File: config.mk
export PLATFORM = sky130hd
export DESIGN_NAME = feed_root_tag_sniffer_top
export DESIGN_NICKNAME = d
export VERILOG_FILES = /design/src/hw/rtl/frts_pkg.sv /design/src/hw/rtl/frts_step.sv /design/src/hw/rtl/feed_root_tag_sniffer_top.sv
export SDC_FILE = /design/constraint.sdc
export NUM_CORES = 1
export LEC_CHECK = 0
export ABC_CLOCK_PERIOD_IN_PS = 3100
export CELL_PAD_IN_SITES_DETAIL_PLACEMENT = 1
export CELL_PAD_IN_SITES_GLOBAL_PLACEMENT = 2
export CORE_ASPECT_RATIO = 1.5
export CORE_MARGIN = 1.5
export CORE_UTILIZATION = 37
export CTS_BUF_LIST = sky130_fd_sc_hd__clkbuf_4
export DETAILED_ROUTE_END_ITERATION = 12
export DONT_BUFFER_PORTS = 1
export GPL_TIMING_DRIVEN = 0
export PLACE_DENSITY = 0.84
export SLEW_MARGIN = 25
export SYNTH_ARGS = -nofsm -noshare
export SYNTH_HDL_FRONTEND = slang
export SYNTH_SLANG_ARGS = --single-unit
File: constraint.sdc
create_clock -name clk -period 3.1 [get_ports clk]
set_clock_uncertainty 0.05 [all_clocks]
set_input_delay 0.31 -clock clk [delete_from_list [all_inputs] [get_ports clk]]
set_output_delay 0.31 -clock clk [all_outputs]
set_load 0.01 [all_outputs]
File: src/hw/rtl/frts_pkg.sv
// Shared types, codes and name tables for the feed root tag sniffer.
`default_nettype none

package frts_pkg;

    localparam int NUM_CAND = 5;

    localparam logic [2:0] CAND_RSS     = 3'd0;
    localparam logic [2:0] CAND_FEED    = 3'd1;
    localparam logic [2:0] CAND_RDF     = 3'd2;
    localparam logic [2:0] CAND_XML     = 3'd3;
    localparam logic [2:0] CAND_COMMENT = 3'd4;

    localparam logic [1:0] KIND_UNKNOWN = 2'd0;
    localparam logic [1:0] KIND_RSS2    = 2'd1;
    localparam logic [1:0] KIND_ATOM    = 2'd2;
    localparam logic [1:0] KIND_RSS1    = 2'd3;

    localparam logic [1:0] CAUSE_RECOGNISED = 2'd0;
    localparam logic [1:0] CAUSE_MISMATCH   = 2'd1;
    localparam logic [1:0] CAUSE_ENDED      = 2'd2;

    typedef enum logic [4:0] {
        PH_SEEK    = 5'b00001,
        PH_NAME    = 5'b00010,
        PH_DELIM   = 5'b00100,
        PH_DECL    = 5'b01000,
        PH_COMMENT = 5'b10000
    } phase_t;

    typedef struct packed {
        phase_t               phase;
        logic [NUM_CAND-1:0]  name_match_mask;
        logic [2:0]           name_position;
        logic [1:0]           closer_progress;
        logic                 decided;
    } scan_state_t;

    typedef struct packed {
        logic       emit;
        logic [1:0] feed_kind;
        logic [1:0] cause;
    } scan_result_t;

    localparam scan_state_t SCAN_RESET = '{
        phase:           PH_SEEK,
        name_match_mask: {NUM_CAND{1'b1}},
        name_position:   3'd0,
        closer_progress: 2'd0,
        decided:         1'b0
    };

    function automatic logic [3:0] cand_len(input logic [2:0] cand);
        case (cand)
            CAND_RSS:     cand_len = 4'd3;
            CAND_FEED:    cand_len = 4'd4;
            CAND_RDF:     cand_len = 4'd7;
            CAND_XML:     cand_len = 4'd4;
            CAND_COMMENT: cand_len = 4'd3;
            default:      cand_len = 4'd0;
        endcase
    endfunction

    // Names are stored in lower case; the input byte is folded before compare.
    function automatic logic [7:0] cand_char(input logic [2:0] cand, input logic [2:0] pos);
        logic [55:0] text;
        case (cand)
            CAND_RSS:     text = {"rss", 32'h0};
            CAND_FEED:    text = {"feed", 24'h0};
            CAND_RDF:     text = "rdf:rdf";
            CAND_XML:     text = {"?xml", 24'h0};
            CAND_COMMENT: text = {"!--", 32'h0};
            default:      text = 56'h0;
        endcase
        cand_char = text[8'(55 - 8 * int'(pos)) -: 8];
    endfunction

endpackage

`default_nettype wire

File: src/hw/rtl/frts_step.sv
// Next-state and result logic for one document byte.
`default_nettype none

module frts_step (
    input  frts_pkg::scan_state_t  cur,
    input  logic [7:0]             data_byte,
    input  logic                   end_of_doc,
    output frts_pkg::scan_state_t  nxt,
    output frts_pkg::scan_result_t res
);
    import frts_pkg::*;

    logic [7:0]          folded;
    logic                is_ws;
    logic [NUM_CAND-1:0] nm;
    logic                done_valid;
    logic [2:0]          done_idx;
    logic [3:0]          pos_plus;
    logic [1:0]          delim_kind;
    scan_state_t         st;
    scan_result_t        rs;

    always_comb
    begin
        folded = (data_byte >= 8'h41 && data_byte <= 8'h5A) ? data_byte + 8'd32 : data_byte;
        is_ws = (data_byte == 8'h20) || (data_byte >= 8'h09 && data_byte <= 8'h0D);
        pos_plus = {1'b0, cur.name_position} + 4'd1;
        nm = '0;
        done_valid = 1'b0;
        done_idx = 3'd0;
        for (int i = 0; i < NUM_CAND; i++)
        begin
            if (cur.name_match_mask[i] && ({1'b0, cur.name_position} < cand_len(3'(i)))
                && cand_char(3'(i), cur.name_position) == folded)
            begin
                nm[i] = 1'b1;
            end
        end
        for (int i = 0; i < NUM_CAND; i++)
        begin
            if (nm[i] && cand_len(3'(i)) == pos_plus)
            begin
                done_valid = 1'b1;
                done_idx = 3'(i);
            end
        end
        if (cur.name_match_mask[CAND_RSS])
            delim_kind = KIND_RSS2;
        else if (cur.name_match_mask[CAND_FEED])
            delim_kind = KIND_ATOM;
        else if (cur.name_match_mask[CAND_RDF])
            delim_kind = KIND_RSS1;
        else
            delim_kind = KIND_UNKNOWN;

        st = cur;
        rs = '{emit: 1'b0, feed_kind: KIND_UNKNOWN, cause: CAUSE_RECOGNISED};

        if (!cur.decided)
        begin
            case (cur.phase)
                PH_NAME:
                begin
                    st.name_match_mask = nm;
                    if (nm == '0)
                    begin
                        rs = '{emit: 1'b1, feed_kind: KIND_UNKNOWN, cause: CAUSE_MISMATCH};
                        st.decided = 1'b1;
                    end
                    else if (!done_valid)
                    begin
                        st.name_position = pos_plus[2:0];
                    end
                    else if (done_idx < CAND_XML)
                    begin
                        st.name_match_mask = NUM_CAND'(1) << done_idx;
                        st.phase = PH_DELIM;
                    end
                    else
                    begin
                        st.phase = (done_idx == CAND_XML) ? PH_DECL : PH_COMMENT;
                        st.closer_progress = 2'd0;
                    end
                end
                PH_DELIM:
                begin
                    if (is_ws && delim_kind != KIND_UNKNOWN)
                        rs = '{emit: 1'b1, feed_kind: delim_kind, cause: CAUSE_RECOGNISED};
                    else
                        rs = '{emit: 1'b1, feed_kind: KIND_UNKNOWN, cause: CAUSE_MISMATCH};
                    st.decided = 1'b1;
                end
                PH_DECL:
                begin
                    if (cur.closer_progress == 2'd1 && data_byte == 8'h3E)
                    begin
                        st.phase = PH_SEEK;
                        st.closer_progress = 2'd0;
                    end
                    else
                    begin
                        st.closer_progress = (data_byte == 8'h3F) ? 2'd1 : 2'd0;
                    end
                end
                PH_COMMENT:
                begin
                    if (data_byte == 8'h2D)
                    begin
                        if (cur.closer_progress < 2'd2)
                            st.closer_progress = cur.closer_progress + 2'd1;
                    end
                    else
                    begin
                        if (data_byte == 8'h3E && cur.closer_progress == 2'd2)
                            st.phase = PH_SEEK;
                        st.closer_progress = 2'd0;
                    end
                end
                default:
                begin
                    if (data_byte == 8'h3C)
                    begin
                        st.phase = PH_NAME;
                        st.name_match_mask = {NUM_CAND{1'b1}};
                        st.name_position = 3'd0;
                    end
                end
            endcase
        end

        if (end_of_doc)
        begin
            if (!st.decided)
                rs = '{emit: 1'b1, feed_kind: KIND_UNKNOWN, cause: CAUSE_ENDED};
            st = SCAN_RESET;
        end

        nxt = st;
        res = rs;
    end

endmodule

`default_nettype wire

File: src/hw/rtl/feed_root_tag_sniffer_top.sv
// Top level of the feed root tag sniffer: input register, scan state and result register.
//
// Channel   Direction  Handshake            Beat contents
// input     in         in_valid / in_stall  data_byte, end_of_doc
// result    out        out_valid / out_stall feed_kind, cause
//
// One byte is accepted every cycle unless the input channel is stalled; the byte that decides a result
// passes through the input register, the scan logic and the result register before the result appears.
// Reset clears the scan state and both valid flags; there is no clearing pass.
// A stalled result holds the byte in the input register, which then stalls the input channel.
`default_nettype none

module feed_root_tag_sniffer_top (
    input  logic       clk,
    input  logic       rst_n,
    input  logic       in_valid,
    output logic       in_stall,
    input  logic [7:0] data_byte,
    input  logic       end_of_doc,
    output logic       out_valid,
    input  logic       out_stall,
    output logic [1:0] feed_kind,
    output logic [1:0] cause
);
    import frts_pkg::*;

    logic         in_valid_reg;
    logic [7:0]   byte_reg;
    logic         eod_reg;
    scan_state_t  st_reg;
    scan_state_t  st_next;
    scan_result_t res_next;
    logic         out_valid_reg;
    logic [1:0]   kind_reg;
    logic [1:0]   cause_reg;
    logic         advance;
    logic         accept;
    logic         fire;

    frts_step u_step (
        .cur        (st_reg),
        .data_byte  (byte_reg),
        .end_of_doc (eod_reg),
        .nxt        (st_next),
        .res        (res_next)
    );

    assign advance  = !out_valid_reg || !out_stall;
    assign fire     = in_valid_reg && advance;
    assign in_stall = in_valid_reg && !advance;
    assign accept   = in_valid && !in_stall;

    always_ff @(posedge clk or negedge rst_n)
    begin
        if (!rst_n)
        begin
            in_valid_reg  <= 1'b0;
            out_valid_reg <= 1'b0;
            st_reg        <= SCAN_RESET;
        end
        else
        begin
            if (accept)
                in_valid_reg <= 1'b1;
            else if (advance)
                in_valid_reg <= 1'b0;

            if (fire)
                st_reg <= st_next;

            if (fire && res_next.emit)
                out_valid_reg <= 1'b1;
            else if (!out_stall)
                out_valid_reg <= 1'b0;
        end
    end

    always_ff @(posedge clk)
    begin
        if (accept)
        begin
            byte_reg <= data_byte;
            eod_reg  <= end_of_doc;
        end
        if (fire && res_next.emit)
        begin
            kind_reg  <= res_next.feed_kind;
            cause_reg <= res_next.cause;
        end
    end

    assign out_valid = out_valid_reg;
    assign feed_kind = kind_reg;
    assign cause     = cause_reg;

    a_kind_needs_recognised: assert property (@(posedge clk) disable iff (!rst_n)
        out_valid_reg && kind_reg != KIND_UNKNOWN |-> cause_reg == CAUSE_RECOGNISED)
        else $error("feed kind given without a recognised tag");

    a_cause_code: assert property (@(posedge clk) disable iff (!rst_n)
        out_valid_reg |-> cause_reg <= CAUSE_ENDED)
        else $error("undefined cause code");

    a_end_resets: assert property (@(posedge clk) disable iff (!rst_n)
        fire && eod_reg |=> st_reg.phase == PH_SEEK && !st_reg.decided)
        else $error("scan state not reset after the last byte");

    a_silent_after_decision: assert property (@(posedge clk) disable iff (!rst_n)
        in_valid_reg && st_reg.decided |-> !res_next.emit)
        else $error("second result for one document");

    a_no_overwrite: assert property (@(posedge clk) disable iff (!rst_n)
        out_valid_reg && out_stall |-> !fire)
        else $error("stalled result overwritten");

endmodule

`default_nettype wire

### Word-level counts from Yosys, hierarchy flattened

Index checks and enable logic that the tools add are counted.

| storage, ports and cells | value |
|---|---|
| bits in registers | 31 |
| output and inout port bits | 6 |

| cells by class | value |
|---|---|
| add/subtract/negate cells | 4 |
| $lt $le $gt $ge | 9 |
| equality and inequality tests | 32 |
| shift operators | 6 |
| mux-type cells | 51 |
| reductions and logical operators | 41 |

Operators by type and width:

| kind | count |
|---|---|
| $shiftx 63x8->8 const A | 5 |
| $mux 5 | 10 |
| $eq 8x6->1 const B | 5 |
| $eq 8x8->1 | 5 |
| $mux 16 | 2 |
| $logic_and 1x1->1 | 24 |
| $mux 2 | 10 |
| $pmux 5 s4 | 1 |
| $mux 1 | 17 |
| $pmux 8 s2 | 1 |
| $mux 15 | 1 |
| $mux 13 | 1 |
| $ne 3x3->1 const B | 4 |
| $mux 10 | 1 |
| $pmux 5 s2 | 1 |
| $ne 3x2->1 const B | 3 |
| $reduce_and 9->1 | 1 |
| $add 8x6->8 const B | 1 |
| $eq 3x4->1 const A | 2 |
| $ge 8x4->1 const B | 1 |
| $ge 8x7->1 const B | 1 |
| $le 8x4->1 const B | 1 |
| $le 8x7->1 const B | 1 |
| $mux 8 | 1 |
| 33 further kinds | 43 |

### Logic depth before layout (Yosys ltp)

| logic depth | value |
|---|---|
| word-level depth | 22 |
| gate-level depth with buffers | 14 |

### Hierarchy

A second synthesis with hierarchy kept.

| second synthesis, totals | value |
|---|---|
| cell total of the unflattened synthesis | 324 |
| area, all modules | 2825.2 µm² |

Modules (own cells, without submodules):

| module | instances | cells an instance | area each (µm²) | seq. area each (µm²) |
|---|---|---|---|---|
| frts_step | 1 | 267 | 1682.9 | 0.0 |
| feed_root_tag_sniffer_top | 1 | 57 | 1142.3 | 848.3 |

### Worst setup path after synthesis

No wires, ideal clock.

| timing path | value |
|---|---|
| path type | register to register |
| from | register st_reg[3] (netlist bit) |
| to | register st_reg[12] (netlist bit) |
| setup time | 0.125 ns |
| data arrival time | 3.259 ns |
| required time | 2.925 ns |
| slack | -0.334 ns |
| cell stages (with the launch flop) | 13 |
| path buffers | 2 |
| period minus slack after synthesis | 3.434 ns |
| cell sequence | dfrtp_1 > clkbuf_1 > inv_1 > ha_1 > buf_2 > nor4bb_1 > a31oi_1 > a31oi_1 > mux2_2 > nor3_1 > o21ai_1 > a31oi_4 > mux2_2 |

| between the ends | value |
|---|---|
| longest elaborated chain between the ends | 17 |
| elaborated cells between the ends (all ways) | 58 |

Ends and longest elaborated chain:

| what | RTL line | source |
|---|---|---|
| start, declared | feed_root_tag_sniffer_top.sv:30 | `scan_state_t st_reg;` |
| start signal, assigned | feed_root_tag_sniffer_top.sv:69 | `st_reg <= st_next;` |
| $sub 6x6->7 | frts_pkg.sv:75 | `cand_char = text[8'(55 - 8 * int'(pos)) -: 8];` |
| $shiftx 63x8->8 | frts_pkg.sv:75 |  |
| $eq 8x8->1 | frts_step.sv:34 | `&& cand_char(3'(i), cur.name_position) == folded)` |
| $logic_and 1x1->1 | frts_step.sv:34 |  |
| $mux 1 | frts_step.sv:33 | `if (cur.name_match_mask[i] && ({1'b0, cur.name_position} < cand_len(3'(i)))` |
| $logic_and 1x1->1 | frts_step.sv:41 | `if (nm[i] && cand_len(3'(i)) == pos_plus)` |
| $mux 1 | frts_step.sv:41 |  |
| $mux 2 (2 in series) | frts_step.sv:41 |  |
| $mux 3 | frts_step.sv:41 |  |
| $lt 3x2->1 | frts_step.sv:74 | `else if (done_idx < CAND_XML)` |
| $mux 5 | frts_step.sv:74 |  |
| $mux 10 | frts_step.sv:70 | `else if (!done_valid)` |
| $mux 15 | frts_step.sv:65 | `if (nm == '0)` |
| $pmux 5 s4 | frts_step.sv:61 | `case (cur.phase)` |
| $mux 16 | frts_step.sv:59 | `if (!cur.decided)` |
| $mux 16 | frts_step.sv:131 | `if (end_of_doc)` |

Parallel ways exist; a longest one is shown, timed or not. The select of a mux whose other input is x is not followed.
A chain may end at the register's enable or synchronous reset.

### Worst setup path after layout

| timing path | value |
|---|---|
| from | register st_reg[3] (netlist bit) |
| to | register kind_reg[0] (netlist: feed_kind[0]), enable pin |

| between the ends | value |
|---|---|
| longest elaborated chain between the ends | 12 |
| elaborated cells between the ends (all ways) | 39 |

Ends and longest elaborated chain:

| what | RTL line | source |
|---|---|---|
| $sub 6x6->7 | frts_pkg.sv:75 |  |
| $shiftx 63x8->8 | frts_pkg.sv:75 |  |
| $eq 8x8->1 | frts_step.sv:34 |  |
| $logic_and 1x1->1 | frts_step.sv:34 |  |
| $mux 1 | frts_step.sv:33 |  |
| $logic_not 5->1 (*) | frts_step.sv:65 |  |
| $mux 5 / $mux 1 (equally long branches) | frts_step.sv:65 |  |
| $pmux 5 s2 / $pmux 1 s2 (equally long branches) | frts_step.sv:61 |  |
| $mux 5 / $mux 16 (equally long branches) | frts_step.sv:59 |  |
| $mux 5 | frts_step.sv:133 | `if (!st.decided)` |
| $mux 5 (*) | frts_step.sv:131 |  |
| $logic_and 1x1->1 (*) | feed_root_tag_sniffer_top.sv:85 | `if (fire && res_next.emit)` |
| end signal, assigned | feed_root_tag_sniffer_top.sv:87 | `kind_reg <= res_next.feed_kind;` |
| end, declared | feed_root_tag_sniffer_top.sv:34 | `logic [1:0] kind_reg;` |

Mark *: on every way between the ends. The rest lies on a longest branch, timed or not. The select of a mux whose other input is x is not followed.

==> flow_metrics.env <==
export IMPL_yosys_most_used_dff="edfxtp_1"
export IMPL_cp_required_ns=3.06
export IMPL_critPathKind="flip-flop to flip-flop"
export IMPL_cts_num_sinks=31
export IMPL_ys_seq_area_share_pct=31.8
export IMPL_drc=0
export IMPL_ir_drop_uv=355
export IMPL_pwr_share_clk_pct=16.9
export IMPL_synth_distinct_cells=73
export IMPL_dpl_instance_area_mm2=0.00285
export IMPL_synth_area_mux_share_pct=2.86
export IMPL_start_util_pct=38.5
export IMPL_largest_reg_flops=16
export IMPL_clk_pin_slew_ns=0.11
export IMPL_finalCriticalPeriod_ns=3.32
export IMPL_synth_edff_count=13
export IMPL_finish_instance_area_mm2=0.00352
export IMPL_synth_area_mm2=0.00267
export IMPL_place_ws_ns=-0.626
export IMPL_cts_max_level=2
export IMPL_cts_tree="built"
export IMPL_io_buffer_count=0
export IMPL_grt_overflow=0
export IMPL_relSlewSlack_pct=42.7
export IMPL_viasPerCell=6.21
export IMPL_die_w_um=72.4
export IMPL_yosysWarnings=0
export IMPL_totalWireLength_um=9510
export IMPL_outcome="finished with violations"
export IMPL_grt_start_max_net_pins=19
export IMPL_dieArea_mm2=0.00775
export IMPL_drv_cap=0
export IMPL_critPathBufInv=4
export IMPL_dr_pass1_iters=4
export IMPL_yosysTopAreaCellShare_pct=14.6
export IMPL_p_seq_share_pct=45.1
export IMPL_p_switching_mw=0.557
export IMPL_ctsRootBufferMaster="clkbuf_4"
export IMPL_slowest_delay_ns=0.41
export IMPL_synth_top_family_by_area="simple AND/OR/NAND/NOR gates"
export IMPL_fmax_mhz=301
export IMPL_p_int_mw=0.861
export IMPL_worstPathCellList="clkbuf_8 > inv_8 > ha_4 > buf_6 > buf_8 > and4b_1 > a221oi_2 > o21ai_2 > nand4_1 > a211oi_2 > nor4_4 > nand2_2 > a211oi_4"
export IMPL_avgSynthCellArea_um2=8.53
export IMPL_swShare_pct=39.3
export IMPL_worstHoldPathType="input port to flip-flop"
export IMPL_synth_compound_area_share_pct=25.6
export IMPL_yosys_top_cells_area="edfxtp_1, dfrtp_1, dfstp_2, nand2_1, nor2_1"
export IMPL_worst_slew_pin_transition_ns=0.857
export IMPL_num_vias=2726
export IMPL_drive_gt1_share_pct=31.0
export IMPL_leakage_nw=1.32
export IMPL_critPathLaunchType="flip-flop"
export IMPL_core_mm2=0.00694
export IMPL_setup_viol=20
export IMPL_crit_slowest_cell="dfrtp_1"
export IMPL_power_share_combinational_pct=37.9
export IMPL_slew_violations=0
export IMPL_synthXorXnorAreaFrac_pct=2.30
export IMPL_grt_pass1_vias=2920
export IMPL_min_period_over_period_pct=107
export IMPL_cts_made_buffers=5
export IMPL_syn_inst=313
export IMPL_nets=379
export IMPL_ant_nets=0
export IMPL_worstSetupEndpointType="flip-flop"
export IMPL_failed_checks="setup timing"
export IMPL_syn_nets=332
export IMPL_rsz0062_at_grt="yes"
export IMPL_setup_tns_ns=-2.92
export IMPL_ios=19
export IMPL_cts_max_path_buffers=2
export IMPL_crit_family="simple AND/OR/NAND/NOR gates"
export IMPL_antennaDiodeCount=0
export IMPL_cp_arrival_ns=3.28
export IMPL_grt_use_total_pct=25.3
export IMPL_synth_fa_ha_area_share_pct=2.81
export IMPL_drtIter0Drc=197
export IMPL_dieHeight_um=107
export IMPL_yosys_area_top_type="edfxtp_1"
export IMPL_area_growth_pct=31.8
export IMPL_hold_viol_final=0
export IMPL_grt_pass1_wl_um=15100
export IMPL_wire_per_inst_um=21.7
export IMPL_synth_seq_cells=31
export IMPL_antenna_found_initial=0
export IMPL_worst_slack_ns=-0.217
export IMPL_yosys_area_share_simple_pct=29.2
export IMPL_power_density_mw_per_mm2=403
export IMPL_finalWeightedCongestion=0.894
export IMPL_async_reset_ff_share_pct=58.1
export IMPL_clk_latency_ns=0.34
export IMPL_worstPathMaxFanout=7
export IMPL_std_cell_rows=37
export IMPL_dp_hpwl_um=6710
power groups by stage:
stage	clock, mW	combinational (mW)	sequential [mW]
2_1_floorplan	0	0.342	0.619
3_3_place_gp	0	0.427	0.642
3_5_place_dp	0	0.440	0.648
4_1_cts	0.246	0.508	0.638
5_1_grt	0.263	0.588	0.656
6_report	0.240	0.538	0.640
cell usage after synthesis (all sizes together), types with 5 or more instances:
library cell / count
clkbuf: 7
buf: 12
nor2b: 7
nor3: 19
a21oi: 13
mux2: 5
nand3: 10
edfxtp: 13
nor2: 23
o21ai: 11
a31oi: 9
dfrtp: 12
and2: 5
xnor2: 5
nand2: 26
o22a: 5
nand2b: 9
dfstp: 6
nand4: 9
inv: 17
a211oi: 5
and3: 7
ha: 6
nor4: 6
metal layers:
layer  wire length, um  GRT usage (%)
met4               355           10.1
met2              5150           46.5
met5                 0              0
met1              3760           29.5
met3               249           2.07
worst register-to-register path, delay by kind of cell, from the launching register on:
| family | cells | cell delay [ns] |
|---|---|---|
| adders and majority gates | 1 | 0.26 |
| AOI/OAI and AO/OA | 4 | 0.83 |
| buffers and inverters | 4 | 0.46 |
| DFF | 1 | 0.41 |
| and+or+nand+nor | 4 | 0.98 |
kinds of logic (layout without fill, tap and decap cells):
logic type / Yosys count / count (layout)
buffers and inverters: 36 / 84
AOI/OAI and AO/OA: 86 / 86
adders and majority gates: 6 / 6
xor gates and xnor gates: 7 / 7
muxes: 7 / 7
DFF: 31 / 31
and+or+nand+nor: 140 / 140
area by class of cell:
cell class	instances	area (um^2)
Inverter	17	75.1
Tap cell	78	97.6
Clock buffer	5	37.5
Clock inverter	3	20.0
Multi-Input combinational cell	246	1980
Timing Repair Buffer	40	335
Buffer	19	119
Fill cell	817	3430
Sequential cell	31	850
layout by cell type, fill, tap and decap left out, types with 3 or more instances in the layout:
master and count:
clkbuf_4 6, buf_2 6, a31oi_4 4, o21ai_0 6
nor4_1 4, xnor2_1 5, a31oi_1 3, buf_4 28
nor3_4 3, a21oi_1 12, dfrtp_1 11, and2_1 5
nor3_2 5, clkbuf_1 4, o22a_1 5, inv_1 15
nand2b_1 8, edfxtp_1 13, buf_6 5, o221ai_1 3
o21ai_2 4, or3_1 4, a21o_1 4, nand3_1 10
nand4_1 9, mux2_4 5, clkinvlp_4 3, a21boi_1 3
nor2b_1 6, ha_1 4, o211ai_1 4, buf_1 3
and3_1 7, dfstp_2 6, nand2_1 25, dlygate4sd3_1 9
nor2_1 22, nor3_1 11
final timing paths:
path | end | from | slack [ns] | depth (start not counted)
hold / removal | eod_reg | end_of_doc | 0.02 | 0
setup reg to reg | feed_kind[0] | st_reg[3] | -0.22 | 13
hold reg to reg | st_reg[11] | st_reg[11] | 0.47 | 2
min in group asynchronous | st_reg[3] | rst_n | 0.46 | 1
max in group asynchronous | st_reg[4] | rst_n | 1.96 | 1
setup / recovery | feed_kind[0] | st_reg[3] | -0.22 | 13
through the flow:
stage / power [mW] / cells / hold slack [ns] / util, %
2_1_floorplan: 0.961 / 313 / -0.0356 / -
3_3_place_gp: 1.07 / 391 / -0.0349 / 41.0
3_5_place_dp: 1.09 / 391 / -0.0348 / 41.0
4_1_cts: 1.39 / 429 / 0.00673 / 48.6
5_1_grt: 1.51 / 439 / 0.00244 / 50.7
6_report: 1.42 / 439 / 0.0167 / 50.7
repair_timing:
action,in CTS,in global routing
hold buffers,1,8
buffers inserted,28,2
pin swaps,22,3
hold endpoints to repair,18,8
setup endpoints to repair,22,22
gates resized for setup,50,11
gates cloned,1,0
Note: power is estimated with default switching activity, not from simulation.
